<file path="src/rtl/dfw_pkg.sv">
// types, constants and register codes for the disparity forward warp block
// no dependencies
`timescale 1ns / 1ps

package dfw_pkg;

   localparam int MAX_WIDTH = 2048;
   localparam int NUM_BANKS = 2;
   localparam int COL_W     = $clog2(MAX_WIDTH);
   localparam int EW_W      = COL_W + 1;
   localparam int DISP_W    = 8;
   localparam int CHAN_W    = 8;
   localparam int CSR_W     = 12;
   localparam int CSR_IDX_W = 1;
   localparam int CMP_W     = (EW_W > CSR_W) ? EW_W : CSR_W;
   localparam int SUM_W     = ((COL_W > DISP_W) ? COL_W : DISP_W) + 1;

   localparam int OQ_DEPTH  = 4;
   localparam int OQ_PTR_W  = $clog2(OQ_DEPTH);
   localparam int OQ_CNT_W  = OQ_PTR_W + 1;

   localparam logic [CSR_W-1:0]     ROW_WIDTH_RESET = CSR_W'(1024);
   localparam logic [CSR_IDX_W-1:0] CSR_LEFT_VIEW   = CSR_IDX_W'(0);
   localparam logic [CSR_IDX_W-1:0] CSR_ROW_WIDTH   = CSR_IDX_W'(1);
   localparam logic                 OP_FLUSH        = 1'b1;

   typedef struct packed {
      logic [CHAN_W-1:0] red;
      logic [CHAN_W-1:0] green;
      logic [CHAN_W-1:0] blue;
   } color_type;

   typedef struct packed {
      logic              opcode;
      logic [DISP_W-1:0] disparity;
      logic [CHAN_W-1:0] red_in;
      logic [CHAN_W-1:0] green_in;
      logic [CHAN_W-1:0] blue_in;
   } req_payload_type;

   typedef struct packed {
      logic [CHAN_W-1:0] red_out;
      logic [CHAN_W-1:0] green_out;
      logic [CHAN_W-1:0] blue_out;
      logic              hole;
      logic              row_end;
   } rsp_payload_type;

   // one z-buffer entry: disparity 0 means nothing landed here
   typedef struct packed {
      logic [DISP_W-1:0] disp;
      color_type         color;
   } mem_word_type;

   localparam int MEM_W = $bits(mem_word_type);

   // accepted item as seen by the z-buffer
   typedef struct packed {
      logic              go;
      logic              emit;
      logic              load;
      logic              bank;
      logic              row_end;
      logic [COL_W-1:0]  col;
      logic [COL_W-1:0]  target;
      logic [DISP_W-1:0] disp;
      color_type         color;
   } zb_req_type;

   typedef struct packed {
      logic             en;
      logic [COL_W-1:0] addr;
   } zb_clr_type;

   typedef struct packed {
      logic            busy;
      logic            valid;
      rsp_payload_type data;
   } zb_out_type;

endpackage

</file>
<file path="src/rtl/dfw_outq.sv">
// result queue between the z-buffer stage and the rsp channel
// depends on dfw_pkg
`timescale 1ns / 1ps

module dfw_outq (
   input  logic                            clock,
   input  logic                            reset,
   input  logic                            push,
   input  dfw_pkg::rsp_payload_type        push_data,
   output logic                            rsp_valid,
   input  logic                            rsp_stall,
   output dfw_pkg::rsp_payload_type        rsp_data,
   output logic [dfw_pkg::OQ_CNT_W-1:0]    count
);

   import dfw_pkg::*;

   rsp_payload_type     slot_ff [OQ_DEPTH];
   logic [OQ_PTR_W-1:0] wr_ptr_ff;
   logic [OQ_PTR_W-1:0] wr_ptr_in;
   logic [OQ_PTR_W-1:0] rd_ptr_ff;
   logic [OQ_PTR_W-1:0] rd_ptr_in;
   logic [OQ_CNT_W-1:0] count_ff;
   logic [OQ_CNT_W-1:0] count_in;
   logic                pop;

   assign rsp_valid = (count_ff != '0);
   assign pop       = rsp_valid && !rsp_stall;
   assign rsp_data  = slot_ff[rd_ptr_ff];
   assign count     = count_ff;

   always_comb begin
      wr_ptr_in = push ? wr_ptr_ff + OQ_PTR_W'(1) : wr_ptr_ff;
      rd_ptr_in = pop  ? rd_ptr_ff + OQ_PTR_W'(1) : rd_ptr_ff;
      count_in  = count_ff + OQ_CNT_W'(push) - OQ_CNT_W'(pop);
   end

   always_ff @(posedge clock) begin
      if (reset) begin
         wr_ptr_ff <= '0;
         rd_ptr_ff <= '0;
         count_ff  <= '0;
      end else begin
         wr_ptr_ff <= wr_ptr_in;
         rd_ptr_ff <= rd_ptr_in;
         count_ff  <= count_in;
      end
   end

   always_ff @(posedge clock) begin
      if (push) begin
         slot_ff[wr_ptr_ff] <= push_data;
      end
   end

endmodule

</file>
<file path="config.mk">
export PLATFORM = sky130hd
export DESIGN_NAME = dfw_outq
export DESIGN_NICKNAME = d
export VERILOG_FILES = /design/src/rtl/dfw_pkg.sv /design/src/rtl/dfw_outq.sv
export SDC_FILE = /design/constraint.sdc
export NUM_CORES = 1
export LEC_CHECK = 0
export ABC_AREA = 1
export BUFFER_PORTS_ARGS = -buffer_cell sky130_fd_sc_hd__buf_2
export CORE_UTILIZATION = 50
export DETAILED_ROUTE_END_ITERATION = 8
export PLACE_DENSITY = 0.8
export SLEW_MARGIN = 20
export SYNTH_ARGS = -nofsm -noshare
export SYNTH_HDL_FRONTEND = slang
export SYNTH_SLANG_ARGS = --single-unit
</file>
<file path="constraint.sdc">
create_clock -name clock -period 1.9 [get_ports clock]
set_clock_uncertainty 0.15 [all_clocks]
set_input_delay 0.38 -clock clock [delete_from_list [all_inputs] [get_ports clock]]
set_output_delay 0.38 -clock clock [all_outputs]
set_load 0.005 [all_outputs]
</file>
== Word-level counts from Yosys, hierarchy flattened ==
Memory sizes are Yosys's and may differ from the RTL's. A register that Yosys moved wholly into a read port is not among the register bits.
Index checks and enable logic that the tools add are counted.

* RAM bits: 104
* Output and inout port bits: 30
* Register bits: 7
* Memories: 1
* Word-level logic and storage cells: 15
* Input port bits: 30

* Reduce and logical (&&, ||, !) cells: 3
* Muxes and demuxes: 4
* $add $sub $neg: 4

{| class="wikitable"
|+ Memories
! memory !! depth !! bits a word !! read ports !! clocked after memory_dff !! write ports !! RTL line !! RTL
|-
| slot_ff || 4 || 26 || 1 || 1 || 1 || dfw_outq.sv:18 || <nowiki>rsp_payload_type slot_ff [OQ_DEPTH];</nowiki>
|}

{| class="wikitable"
|+ Operators with widths
! operator !! number
|-
| $add A2 B1 Y2 const B || 2
|-
| $mux W2 || 2
|-
| $add A3 B1 Y3 || 1
|-
| $reduce_bool A3 Y1 || 1
|-
| $sub A3 B1 Y3 || 1
|-
| $mux W1 || 2
|-
| $logic_and A1 B1 Y1 || 1
|-
| $logic_not A1 Y1 || 1
|}

== Logic depth before layout (Yosys ltp) ==
Gate-level depths: netlist of run 1.

* Depth after elaboration: 4
* Mapped depth: 9

== Worst setup path before layout of run 1 ==
Ideal clock, no wire load.

* Path kind: reg2reg
* From: register count_ff[1] (netlist: count[1])
* To: register count_ff[2] (netlist: count[2])
* Clock period less this slack: 1.786 ns
* Data arrival time: 1.521 ns
* Path buffers: 0
* Stages on the path, launching flop included: 9
* Required time: 1.635 ns
* Slack: 0.114 ns
* Path through: dfxtp_1 -> nor2_1 -> a21oi_1 -> ha_1 -> inv_1 -> ha_1 -> fa_1 -> a21oi_1 -> nor2_1

* Longest elaborated chain between the ends: 3
* Elaborated cells between the ends (all ways): 4

{| class="wikitable"
|+ RTL lines
! element !! RTL line !! RTL
|-
| from (decl) || dfw_outq.sv:23 || <nowiki>logic [OQ_CNT_W-1:0] count_ff;</nowiki>
|-
| from (signal assigned) || dfw_outq.sv:46 || <nowiki>count_ff <= count_in;</nowiki>
|-
| $reduce_bool A3 Y1 || dfw_outq.sv:27 || <nowiki>assign rsp_valid = (count_ff != '0);</nowiki>
|-
| $logic_and A1 B1 Y1 || dfw_outq.sv:28 || <nowiki>assign pop = rsp_valid && !rsp_stall;</nowiki>
|-
| via pop || dfw_outq.sv:25 || <nowiki>logic pop;</nowiki>
|-
| $sub A3 B1 Y3 || dfw_outq.sv:35 || <nowiki>count_in = count_ff + OQ_CNT_W'(push) - OQ_CNT_W'(pop);</nowiki>
|}

The timed path passes the listed nets, and every way through them passes these cells.
A chain may end at the register's enable or synchronous reset.

==> qor.csv, run 1 <==
stage,metric,value,unit
drt,viasPerCell,5.35,
clock_tree,cts-buffers-inserted,17,
placement,dp_hpwl,5070,um
timing,period_needed,2140,ps
clock_tree,htreeDepth,4,
clock_tree,clk_pin_slew,50,ps
clock_tree,cts_tree,built,
layout,layout_common_cells,"edfxtp_1 (104), buf_2 (59), nor2_1 (45)",
grt,antenna_found_initial,0,
setup_path,worstPathRequired,1370,ps
drt,vias,2934,
grt,grtUsageMet2,39.5,%
layout,finish.utilization,74.0,%
run_status,violations,negative setup slack,
floorplanning,dieArea,8990,um2
placement,placed_cells,475,
setup_path,path_cells,buf_4 > buf_12 > o21ai_1 > o22ai_2 > buf_2,
layout,fin_nets,468,
drt,firstDrtPassIters,5,
clock_tree,worstSkewPairLatency,500,ps
logic_synthesis,synth-adder-area-share,2.21,%
logic_synthesis,synthMuxAreaShare,0,%
job,drv_cap,0,
timing,relSlewSlack,80.8,%
drt,ant_nets,0,
clock_tree,cts_root_buf,clkbuf_8,
logic_synthesis,synth-xor-area-share,0,%
layout,fin_cells,548,
floorplanning,core_area,8260,um2
layout,n_antenna_cell,0,
timing,worst_hold_slack,85.8,ps
clock_tree,clock_path_buffers,2,
run_status,status,finished with violations,
logic_synthesis,synth_compound_area_share,10.7,%
logic_synthesis,synth-seq-area-share,76.7,%
logic_synthesis,synth_top_cells_by_area,"edfxtp_1 (72%), nor2_1 (5.2%), o21ai_0 (4.3%)",
logic_synthesis,synth.top_cell.area_share,72.5,%
placement,place_area,4800,um2
clock_tree,cts_sinks,113,
timing,timing.fmax,0.466,GHz
timing,worstMarginPinSlew,288,ps
logic_synthesis,synthSimpleGateAreaFrac,6.42,%
timing,hold_viol,0,
setup_path,slowest_delay,370,ps
grt,grt_util_met3,7.65,%
drt,drt-initial-drc-count,159,
grt,grt.overflow.total,0,
power,power_leakage,2.31,nW
layout,syn_to_final_growth,41.9,%
setup_path,crit_arrival,1610,ps
timing,fin_crit_sh,113,%
grt,grt_max_degree,23,
setup_path,worst-path-buf-inv,3,
timing,setup_viol_count_final,26,
logic_synthesis,ys_types,17,
logic_synthesis,yosys.area.top_type,edfxtp_1,
grt,met1_usage,24.6,%
layout,fin_area,6110,um2
drt,drc,0,
floorplanning,num_io_pins,60,
grt,grt_pass1_vias,2988,
timing,slew_violations,0,
timing,setup_slack,-245,ps
layout,final_common_cell,edfxtp_1,
grt,grt-busiest-layer,met2,
setup_path,end_kind,primary output,
logic_synthesis,synth_top_family_by_area,compound AO/OA/AOI/OAI gates,
setup_path,crit_family,buffers and inverters,
hold_path,hold_path.class,in2reg,
grt,grt_pass1_wl,14200,um
logic_synthesis,syn_area_per_cell,13.8,um2
floorplanning,die_w,94.8,um
drt,wirelength,9880,um
logic_synthesis,syn_nets,350,
drt,wl_per_cell,18.0,um
placement,io_buffer_count,59,
floorplanning,row_count,33,
timing,grt_setup_unrepaired,yes,
logic_synthesis,ys_seq_elements,113,
floorplanning,dieHeight,94.8,um
logic_synthesis,synth_cells,313,
logic_synthesis,ys_warn_count,0,
setup_path,worstSetupPathType,reg2out,
logic_synthesis,syn_area,4310,um2
placement,pre_cts_ws,-20.4,ps
placement,place_congestion,0.701,
setup_path,critPathLaunchType,register,
setup_path,cp_max_fo,17,
grt,grt_usage,22.6,%
floorplanning,start_util,52.2,%
setup_path,slowest_stage,dfxtp_4,
layout,drive_above_1_share,35.9,%
power,ir_worst_vdd,0.000831,V
power,power.density,1310,nW/um2
[metrics by stage]
| step | TNS (ps) | power (W) |
|---|---|---|
| 2_1_floorplan | 0 | 0.00379 |
| 3_3_place_gp | 0 | 0.00427 |
| 3_5_place_dp | -20.4 | 0.00434 |
| 4_1_cts | -4660 | 0.00762 |
| 5_1_grt | -7170 | 0.00833 |
| 6_report | -5370 | 0.00802 |
[cell usage after synthesis]
master / n
buf_2: 8
nand2_1: 11
nor2_1: 60
a21oi_1: 6
o21ai_0: 37
inv_1: 17
nand3_1: 2
buf_4: 6
o21ai_1: 17
fa_1: 1
inv_2: 1
inv_4: 1
buf_6: 1
o22ai_1: 26
edfxtp_1: 104
ha_1: 6
dfxtp_1: 9
[state kept, by name (all words and copies together) (netlist names), named ones only]
signal / flops
count: 3
wr_ptr_ff: 2
slot_ff: 104
rd_ptr_ff: 2
[routing by layer]
| layer | wire length [um] | vias up |
|---|---|---|
| met1 | 3790 | 1445 |
| li1 | - | 1391 |
| met2 | 5470 | 89 |
| met4 | 119 | 0 |
| met5 | 0 | - |
| met3 | 496 | 9 |
[cell type report]
type / instances / area, um2
inverter: 19 / 87.6
tap: 105 / 131
clock inverter: 13 / 145
fill: 494 / 2140
clock buffer: 18 / 418
sequential: 113 / 3310
timing repair buffer: 114 / 1010
multi-input combinational: 166 / 1010
[worst paths after layout]
check                                          startpoint                         to  slack, ps  depth (start not counted)
worst max-delay path                             register               rsp_data[10]       -240                          5
worst min-delay path                                 push  wr_ptr_ff[0]$_SDFFE_PP0P_         90                          3
worst max register to register        count[2]$_SDFF_PP0_        count[1]$_SDFF_PP0_         40                          8
worst min register to register  rd_ptr_ff[0]$_SDFFE_PP0P_  rd_ptr_ff[0]$_SDFFE_PP0P_        360                          2
[cells by family after synthesis]
group	Yosys count
AO/OA/AOI/OAI	86
buffers and inverters	34
adder cells (fa/ha/maj)	7
AND/OR/NAND/NOR	73
flip-flops	113
[repair_timing]
action,in CTS,in global routing
endpoints found under the setup margin,28,28
pin swaps,5,16
gates cloned,2,3
buffers inserted,4,7
gates resized for setup,39,58
hold endpoints to repair,106,0
hold buffers,27,0
[report_power, final]
group	leakage [nW]	internal [W]	switching [W]
logic	1.01	0.00101	0.00107
clock network	0.273	0.00196	0.00102
registers	1.03	0.00288	0.0000835
total	2.31	0.00585	0.00217
[worst reg2reg max path: stages (launching register included)]
cell and delay (ps):
dfxtp_2 330, nor2_4 120, a21oi_2 60, ha_1 270, inv_1 40, ha_2 170, fa_2 530, inv_1 50
nor2_1 70
Power figures use the tool's default switching activity.
==> inputs of run 2 (changes only) <==
ABC_AREA = default   (was 1)
==> qor.csv, run 2 <==
stage,metric,value,unit,change
power,power.density,1280,nW/um2,-2.3%
logic_synthesis,synth-async-reset-ratio,0,%,unchanged
logic_synthesis,syn_area_per_cell,23.2,um2,+69%
clock_tree,htreeDepth,4,,unchanged
logic_synthesis,synth-xor-area-share,0.618,%,+0.62 points
timing,setup_viol_count_final,28,,+7.7%
timing,fin_crit_sh,121,%,+8.3 points
run_status,violations,negative setup slack,,
grt,grt_usage,19.2,%,-3.4 points
timing,setup_tns,-10000,ps,-4630 ps
clock_tree,cts_root_buf,clkbuf_8,,
timing,grt_setup_unrepaired,yes,,
drt,vias,2191,,-25%
logic_synthesis,synth.top_cell.area_share,73.5,%,+0.96 points
timing,hold_viol,0,,unchanged
layout,largest-register,slot_ff,,
drt,wl_per_cell,17.8,um,-1.3%
logic_synthesis,synth_edf_count,104,,unchanged
logic_synthesis,synthFlopType,edfxtp_1,,
logic_synthesis,synth_top_family_by_area,multiplexers,,
power,intPower,0.00572,W,-2.2%
clock_tree,cts_tree,built,,
floorplanning,row_count,33,,unchanged
job,drv_cap,0,,unchanged
logic_synthesis,ys_warn_count,0,,unchanged
power,p_comb_share,19.4,%,-6.5 points
timing,relSlewSlack,78.8,%,-2.0 points
layout,syn_to_final_growth,35.3,%,
power,report.power.total,0.00737,W,-8.1%
grt,grt_max_degree,20,,-13%
grt,grt_pass1_wl,11800,um,-17%
grt,grt_pass1_vias,2360,,-21%
setup_path,worstSetupPathType,reg2out,,
hold_path,hold_path.class,in2reg,,
setup_path,worst-path-buf-inv,3,,unchanged
floorplanning,die_w,94.2,um,-0.64%
power,swShare,22.4,%,-4.7 points
logic_synthesis,syn_area,4250,um2,-1.3%
logic_synthesis,synth_top_cells_by_area,"edfxtp_1 (73%), mux4_2 (11%), dfxtp_1 (4.2%)",,
setup_path,crit_family,multiplexers,,
grt,grt.overflow.total,0,,unchanged
logic_synthesis,ys_seq_elements,113,,unchanged
logic_synthesis,synthMuxAreaShare,14.8,%,+15 points
layout,largest_reg_flops,104,,unchanged
layout,final_common_cell,edfxtp_1,,
drt,viasPerCell,5.19,,-3.0%
floorplanning,dieHeight,94.2,um,-0.64%
clock_tree,cts_sinks,113,,unchanged
drt,firstDrtPassIters,4,,-1
drt,drc,0,,unchanged
setup_path,worstPathRequired,1370,ps,about the same
floorplanning,dieArea,8880,um2,-1.3%
setup_path,critPathLaunchType,register,,
power,power_frac_seq,40.3,%,+3.3 points
drt,wirelength,7510,um,-24%
floorplanning,num_io_pins,60,,unchanged
grt,antenna_found_initial,0,,unchanged
floorplanning,start_util,51.7,%,-0.42 points
floorplanning,core_area,8220,um2,-0.50%
logic_synthesis,yosys.area.top_type,edfxtp_1,,
setup_path,end_kind,primary output,,
power,ir_worst_vdd,0.000811,V,-2.4%
setup_path,slowest_delay,530,ps,+160 ps
logic_synthesis,ys_top_cells_by_count,"edfxtp_1 (104), mux4_2 (20), dfxtp_1 (9), inv_1 (7)",,
drt,ant_nets,0,,unchanged
logic_synthesis,synth.most_common_cell,edfxtp_1,,
setup_path,cp_max_fo,5,,-12
logic_synthesis,synth_compound_area_share,0.353,%,-10 points
setup_path,slowest_stage,mux4_2,,
placement,dp_hpwl,4270,um,-16%
timing,period_needed,2300,ps,+158 ps
timing,timing.fmax,0.434,GHz,-6.9%
layout,fin_nets,341,,-27%
layout,drive_above_1_share,46.1,%,+10 points
power,pwr-share-clk,40.3,%,+3.2 points
logic_synthesis,synthSimpleGateAreaFrac,2.03,%,-4.4 points
logic_synthesis,synth_cells,183,,-42%
clock_tree,worstSkewPairLatency,500,ps,about the same
timing,worstMarginPinSlew,315,ps,+27.3 ps
logic_synthesis,ys_types,23,,+6
logic_synthesis,synth-adder-area-share,2.24,%,+0.029 points
timing,slew_violations,0,,unchanged
logic_synthesis,synth-seq-area-share,77.7,%,+1.0 points
layout,n_antenna_cell,0,,unchanged
logic_synthesis,syn_nets,220,,-37%
clock_tree,clock_path_buffers,2,,unchanged
power,power.switching,0.00165,W,-24%
power,power_leakage,2.09,nW,-9.8%
clock_tree,cts-buffers-inserted,17,,unchanged
placement,place_congestion,0.704,,+0.41%
setup_path,crit_arrival,1770,ps,+160 ps
run_status,status,finished with violations,,
timing,worst_hold_slack,118,ps,+32.3 ps
placement,io_buffer_count,59,,unchanged
clock_tree,clk_pin_slew,50,ps,about the same
layout,layout_common_cells,"edfxtp_1 (104), buf_2 (52), dlygate4sd3_1 (27)",,
timing,setup_slack,-403,ps,-158 ps
drt,drt-initial-drc-count,84,,-47%
setup_path,path_cells,buf_4 > buf_12 > mux4_2 > buf_6,,
[run 2: cell types whose count changed after synthesis, moves of 10 or more]
cell     before  now
o22ai_1      26    0
nand2_1      11    0
o21ai_0      37    1
inv_1        17    7
nor2_1       60    5
o21ai_1      17    0
mux4_2        0   20
[run 2: per-layer routing]
layer  routed length [um]  vias up  global-route usage (%)  part of all wire [%]
met1                 3210     1123                    23.5                    43
met2                 3880       66                    31.1                    52
met3                  347       10                    6.55                   4.6
li1                     -      992                       -                     -
met5                    0        -                       0                     0
met4                   82        0                    7.95                   1.1
[run 2: area by class of cell]
cell class                 count  area (um2)
clock buffer                  18         418
inverter                       7        26.3
sequential                   113        3310
timing repair buffer         109         868
clock inverter                14         146
fill                         504        2460
multi-input combinational     56         848
tap                          105         131
[run 2: cells by family (layout without fill, tap and decap cells)]
| kind of cell | Yosys count | in the layout |
|---|---|---|
| buf+inv | 14 | 148 |
| flops | 113 | 113 |
| xor+xnor | 3 | 3 |
| mux | 28 | 28 |
| simple gates | 15 | 15 |
| fa+ha+maj | 7 | 7 |
| compound gates | 3 | 3 |
[run 2: metrics by stage]
stage	instance area, um2	worst slack, ps	utilization [%]	instances
2_1_floorplan	4270	-125	-	183
3_3_place_gp	4760	-81.1	58.0	356
3_5_place_dp	4760	-160	58.0	356
4_1_cts	5680	-427	69.1	419
5_1_grt	5750	-472	70.0	422
6_report	5750	-403	70.0	422
[run 2: worst register-to-register path, cell delays in order, from the launching register on]
cell and delay (ps):
dfxtp_2 330, nor3_4 210, nor2_1 60, ha_1 270, inv_1 40, ha_2 170
fa_2 350, xnor2_2 140, xnor2_1 140, nor2_1 50
[run 2: final timing paths]
path / start / end / slack (ps) / cells after the start
worst min-delay path: push / wr_ptr_ff[1]$_SDFFE_PP0P_ / 120 / 3
worst min register to register: rd_ptr_ff[0]$_SDFFE_PP0P_ / rd_ptr_ff[0]$_SDFFE_PP0P_ / 420 / 2
worst max-delay path: register / rsp_data[4] / -400 / 4
worst max register to register: count[1]$_SDFF_PP0_ / count[2]$_SDFF_PP0_ / -120 / 9
[run 2: power by group through the flow]
stage	clock network [W]	registers (W)	logic (W)
floorplan	0	0.00300	0.000735
global placement	0	0.00299	0.00111
detailed placement	0	0.00300	0.00114
CTS	0.00302	0.00297	0.00134
global route	0.00314	0.00298	0.00157
finish	0.00297	0.00297	0.00143
[run 2: timing repair]
item | 4_1_cts | 5_1_grt
gates resized for setup | 14 | 11
pin swaps | 3 | 0
endpoints found under the hold margin | 106 | 0
endpoints found under the setup margin | 29 | 29
cloned | 2 | 1
hold buffers | 27 | 0
buffers inserted | 3 | 3
==> inputs of run 3 (changes only) <==
CTS_BUF_LIST = sky130_fd_sc_hd__clkbuf_16   (was default)
MAX_ROUTING_LAYER = met4   (was default)
==> qor.csv, run 3 (synthesis results as in run 2) <==
stage,metric,value,unit,change
job,drv_cap,0,,unchanged
floorplanning,core_area,8220,um2,unchanged
drt,viasPerCell,5.28,,+1.6%
grt,grt_usage,19.5,%,+0.28 points
layout,fin_nets,314,,-7.9%
drt,firstDrtPassIters,4,,unchanged
clock_tree,cts_sinks,113,,unchanged
setup_path,end_kind,primary output,,
drt,dr_wl_met3,413,um,+19%
clock_tree,htreeDepth,4,,unchanged
setup_path,critPathLaunchType,register,,
power,swShare,22.0,%,-0.36 points
drt,met1_length,3040,um,-5.1%
power,ir_worst_vdd,0.000690,V,-15%
power,p_comb_share,18.3,%,-1.1 points
timing,timing.fmax,0.456,GHz,+5.0%
layout,largest_reg_flops,104,,unchanged
drt,drc,0,,unchanged
power,power.density,1340,nW/um2,+4.4%
run_status,violations,negative setup slack,,
floorplanning,die_w,94.2,um,unchanged
floorplanning,num_io_pins,60,,unchanged
timing,slew_violations,0,,unchanged
power,power_leakage,1.98,nW,-5.1%
grt,grt_max_degree,20,,unchanged
grt,grt_pass1_wl,11500,um,-2.6%
placement,io_buffer_count,59,,unchanged
placement,dp_hpwl,4270,um,unchanged
power,pwr-share-clk,41.2,%,+0.9 points
power,power.switching,0.00161,W,-2.1%
drt,ant_nets,0,,unchanged
grt,grt_pass1_vias,2239,,-5.1%
hold_path,hp-start,push_data[9],,
grt,grt.overflow.total,0,,unchanged
drt,met2_length,3740,um,-3.6%
placement,pre_cts_ws,-160,ps,unchanged
timing,grt_setup_unrepaired,yes,,
timing,worstMarginPinSlew,308,ps,-6.56 ps
layout,n_antenna_cell,0,,unchanged
floorplanning,dieHeight,94.2,um,unchanged
drt,drt-initial-drc-count,79,,-6.0%
layout,n_fill_cell,535,,+6.2%
drt,wirelength,7230,um,-3.8%
layout,layout_common_cells,"edfxtp_1 (104), buf_2 (53), mux4_2 (26)",,
timing,relSlewSlack,79.2,%,+0.44 points
layout,final_common_cell,edfxtp_1,,
setup_path,crit_arrival,1660,ps,-110 ps
clock_tree,cts_root_buf,clkbuf_16,,
clock_tree,cts_tree,built,,
placement,place_congestion,0.712,,+1.1%
layout,largest-register,slot_ff,,
setup_path,worstPathRequired,1370,ps,about the same
power,power_frac_seq,40.5,%,+0.2 points
hold_path,hold_path.class,in2reg,,
drt,vias,2084,,-4.9%
floorplanning,dieArea,8880,um2,unchanged
timing,setup_slack,-293,ps,+109 ps
setup_path,worstSetupPathType,reg2out,,
timing,setup_viol_count_final,27,,-3.6%
drt,highest_layer,met4,,
run_status,status,finished with violations,,
clock_tree,hold_buffers,0,,-100%
setup_path,cp_max_fo,5,,unchanged
layout,syn_to_final_growth,28.9,%,
clock_tree,clock_path_buffers,2,,unchanged
power,intPower,0.00572,W,about the same
grt,antenna_found_initial,0,,unchanged
timing,period_needed,2190,ps,-109 ps
clock_tree,cts-buffers-inserted,17,,unchanged
floorplanning,start_util,51.7,%,unchanged
clock_tree,clk_pin_slew,50,ps,about the same
clock_tree,worstSkewPairLatency,390,ps,-110 ps
floorplanning,row_count,33,,unchanged
timing,fin_crit_sh,115,%,-5.8 points
setup_path,regToRegStartpoint,count[2]$_SDFF_PP0_,,
timing,hold_viol,0,,unchanged
layout,drive_above_1_share,49.7,%,+3.6 points
timing,setup_tns,-7090,ps,+2910 ps
drt,wl_per_cell,18.3,um,+2.8%
==> run 3: cell types whose count changed in the layout (fill, tap and decap cells not counted), sizes merged <==
| cell | previous run | this run |
|---|---|---|
| dlygate4sd3 | 27 | 0 |
| clkbuf | 19 | 18 |
| inv | 7 | 8 |
==> run 3: what timing repair did <==
item,CTS,global route
cloned,2,1
endpoints found under the setup margin,28,29
resized for setup,13,8
buffers inserted,3,3
pin swaps,3,1
==> run 3: area by class of cell <==
| type | instances | area (um2) | area share (%) |
|---|---|---|---|
| multi-input combinational | 56 | 848 | 15.5 |
| timing repair buffer | 82 | 588 | 10.7 |
| sequential | 113 | 3310 | 60.4 |
| clock inverter | 15 | 150 | 2.74 |
| inverter | 7 | 26.3 | 0.479 |
| clock buffer | 17 | 425 | 7.76 |
| tap | 105 | 131 | 2.40 |
==> run 3: power groups by stage <==
stage	logic (W)	clock network, W	registers (W)
floorplan	0.000735	0	0.00300
global placement	0.00111	0	0.00299
detailed placement	0.00114	0	0.00300
CTS	0.00132	0.00307	0.00297
global route	0.00148	0.00321	0.00298
finish	0.00134	0.00302	0.00297
==> run 3: through the flow <==
stage	utilization (%)	instance area [um2]	cells	hold WS [ps]	total power, W
2_1_floorplan	-	4270	183	329	0.00373
3_3_place_gp	58.0	4760	356	355	0.00410
3_5_place_dp	58.0	4760	356	395	0.00414
4_1_cts	66.0	5420	393	28.6	0.00736
5_1_grt	66.7	5480	395	23.7	0.00767
6_report	66.7	5480	395	50.1	0.00733
==> run 3: worst max-delay path, stage by stage, from the launching register on <==
cell and delay [ps]:
dfxtp_4 370, buf_4 120, buf_12 110, mux4_2 530
buf_6 140
==> run 3: worst paths after layout <==
| kind | end | cells after the start | slack (ps) |
|---|---|---|---|
| setup / recovery | rsp_data[4] | 4 | -290 |
| hold / removal | slot_ff[2][9]$_DFFE_PP_ | 1 | 50 |
| setup reg to reg | count[2]$_SDFF_PP0_ | 9 | -110 |
| hold reg to reg | rd_ptr_ff[0]$_SDFFE_PP0P_ | 2 | 420 |
==> run 3: layer usage <==
| metal | GRT usage [%] | vias up |
|---|---|---|
| li1 | - | 938 |
| met1 | 23.5 | 1075 |
| met5 | - | - |
| met3 | 7.61 | 4 |
| met4 | 6.79 | 0 |
| met2 | 30.0 | 67 |
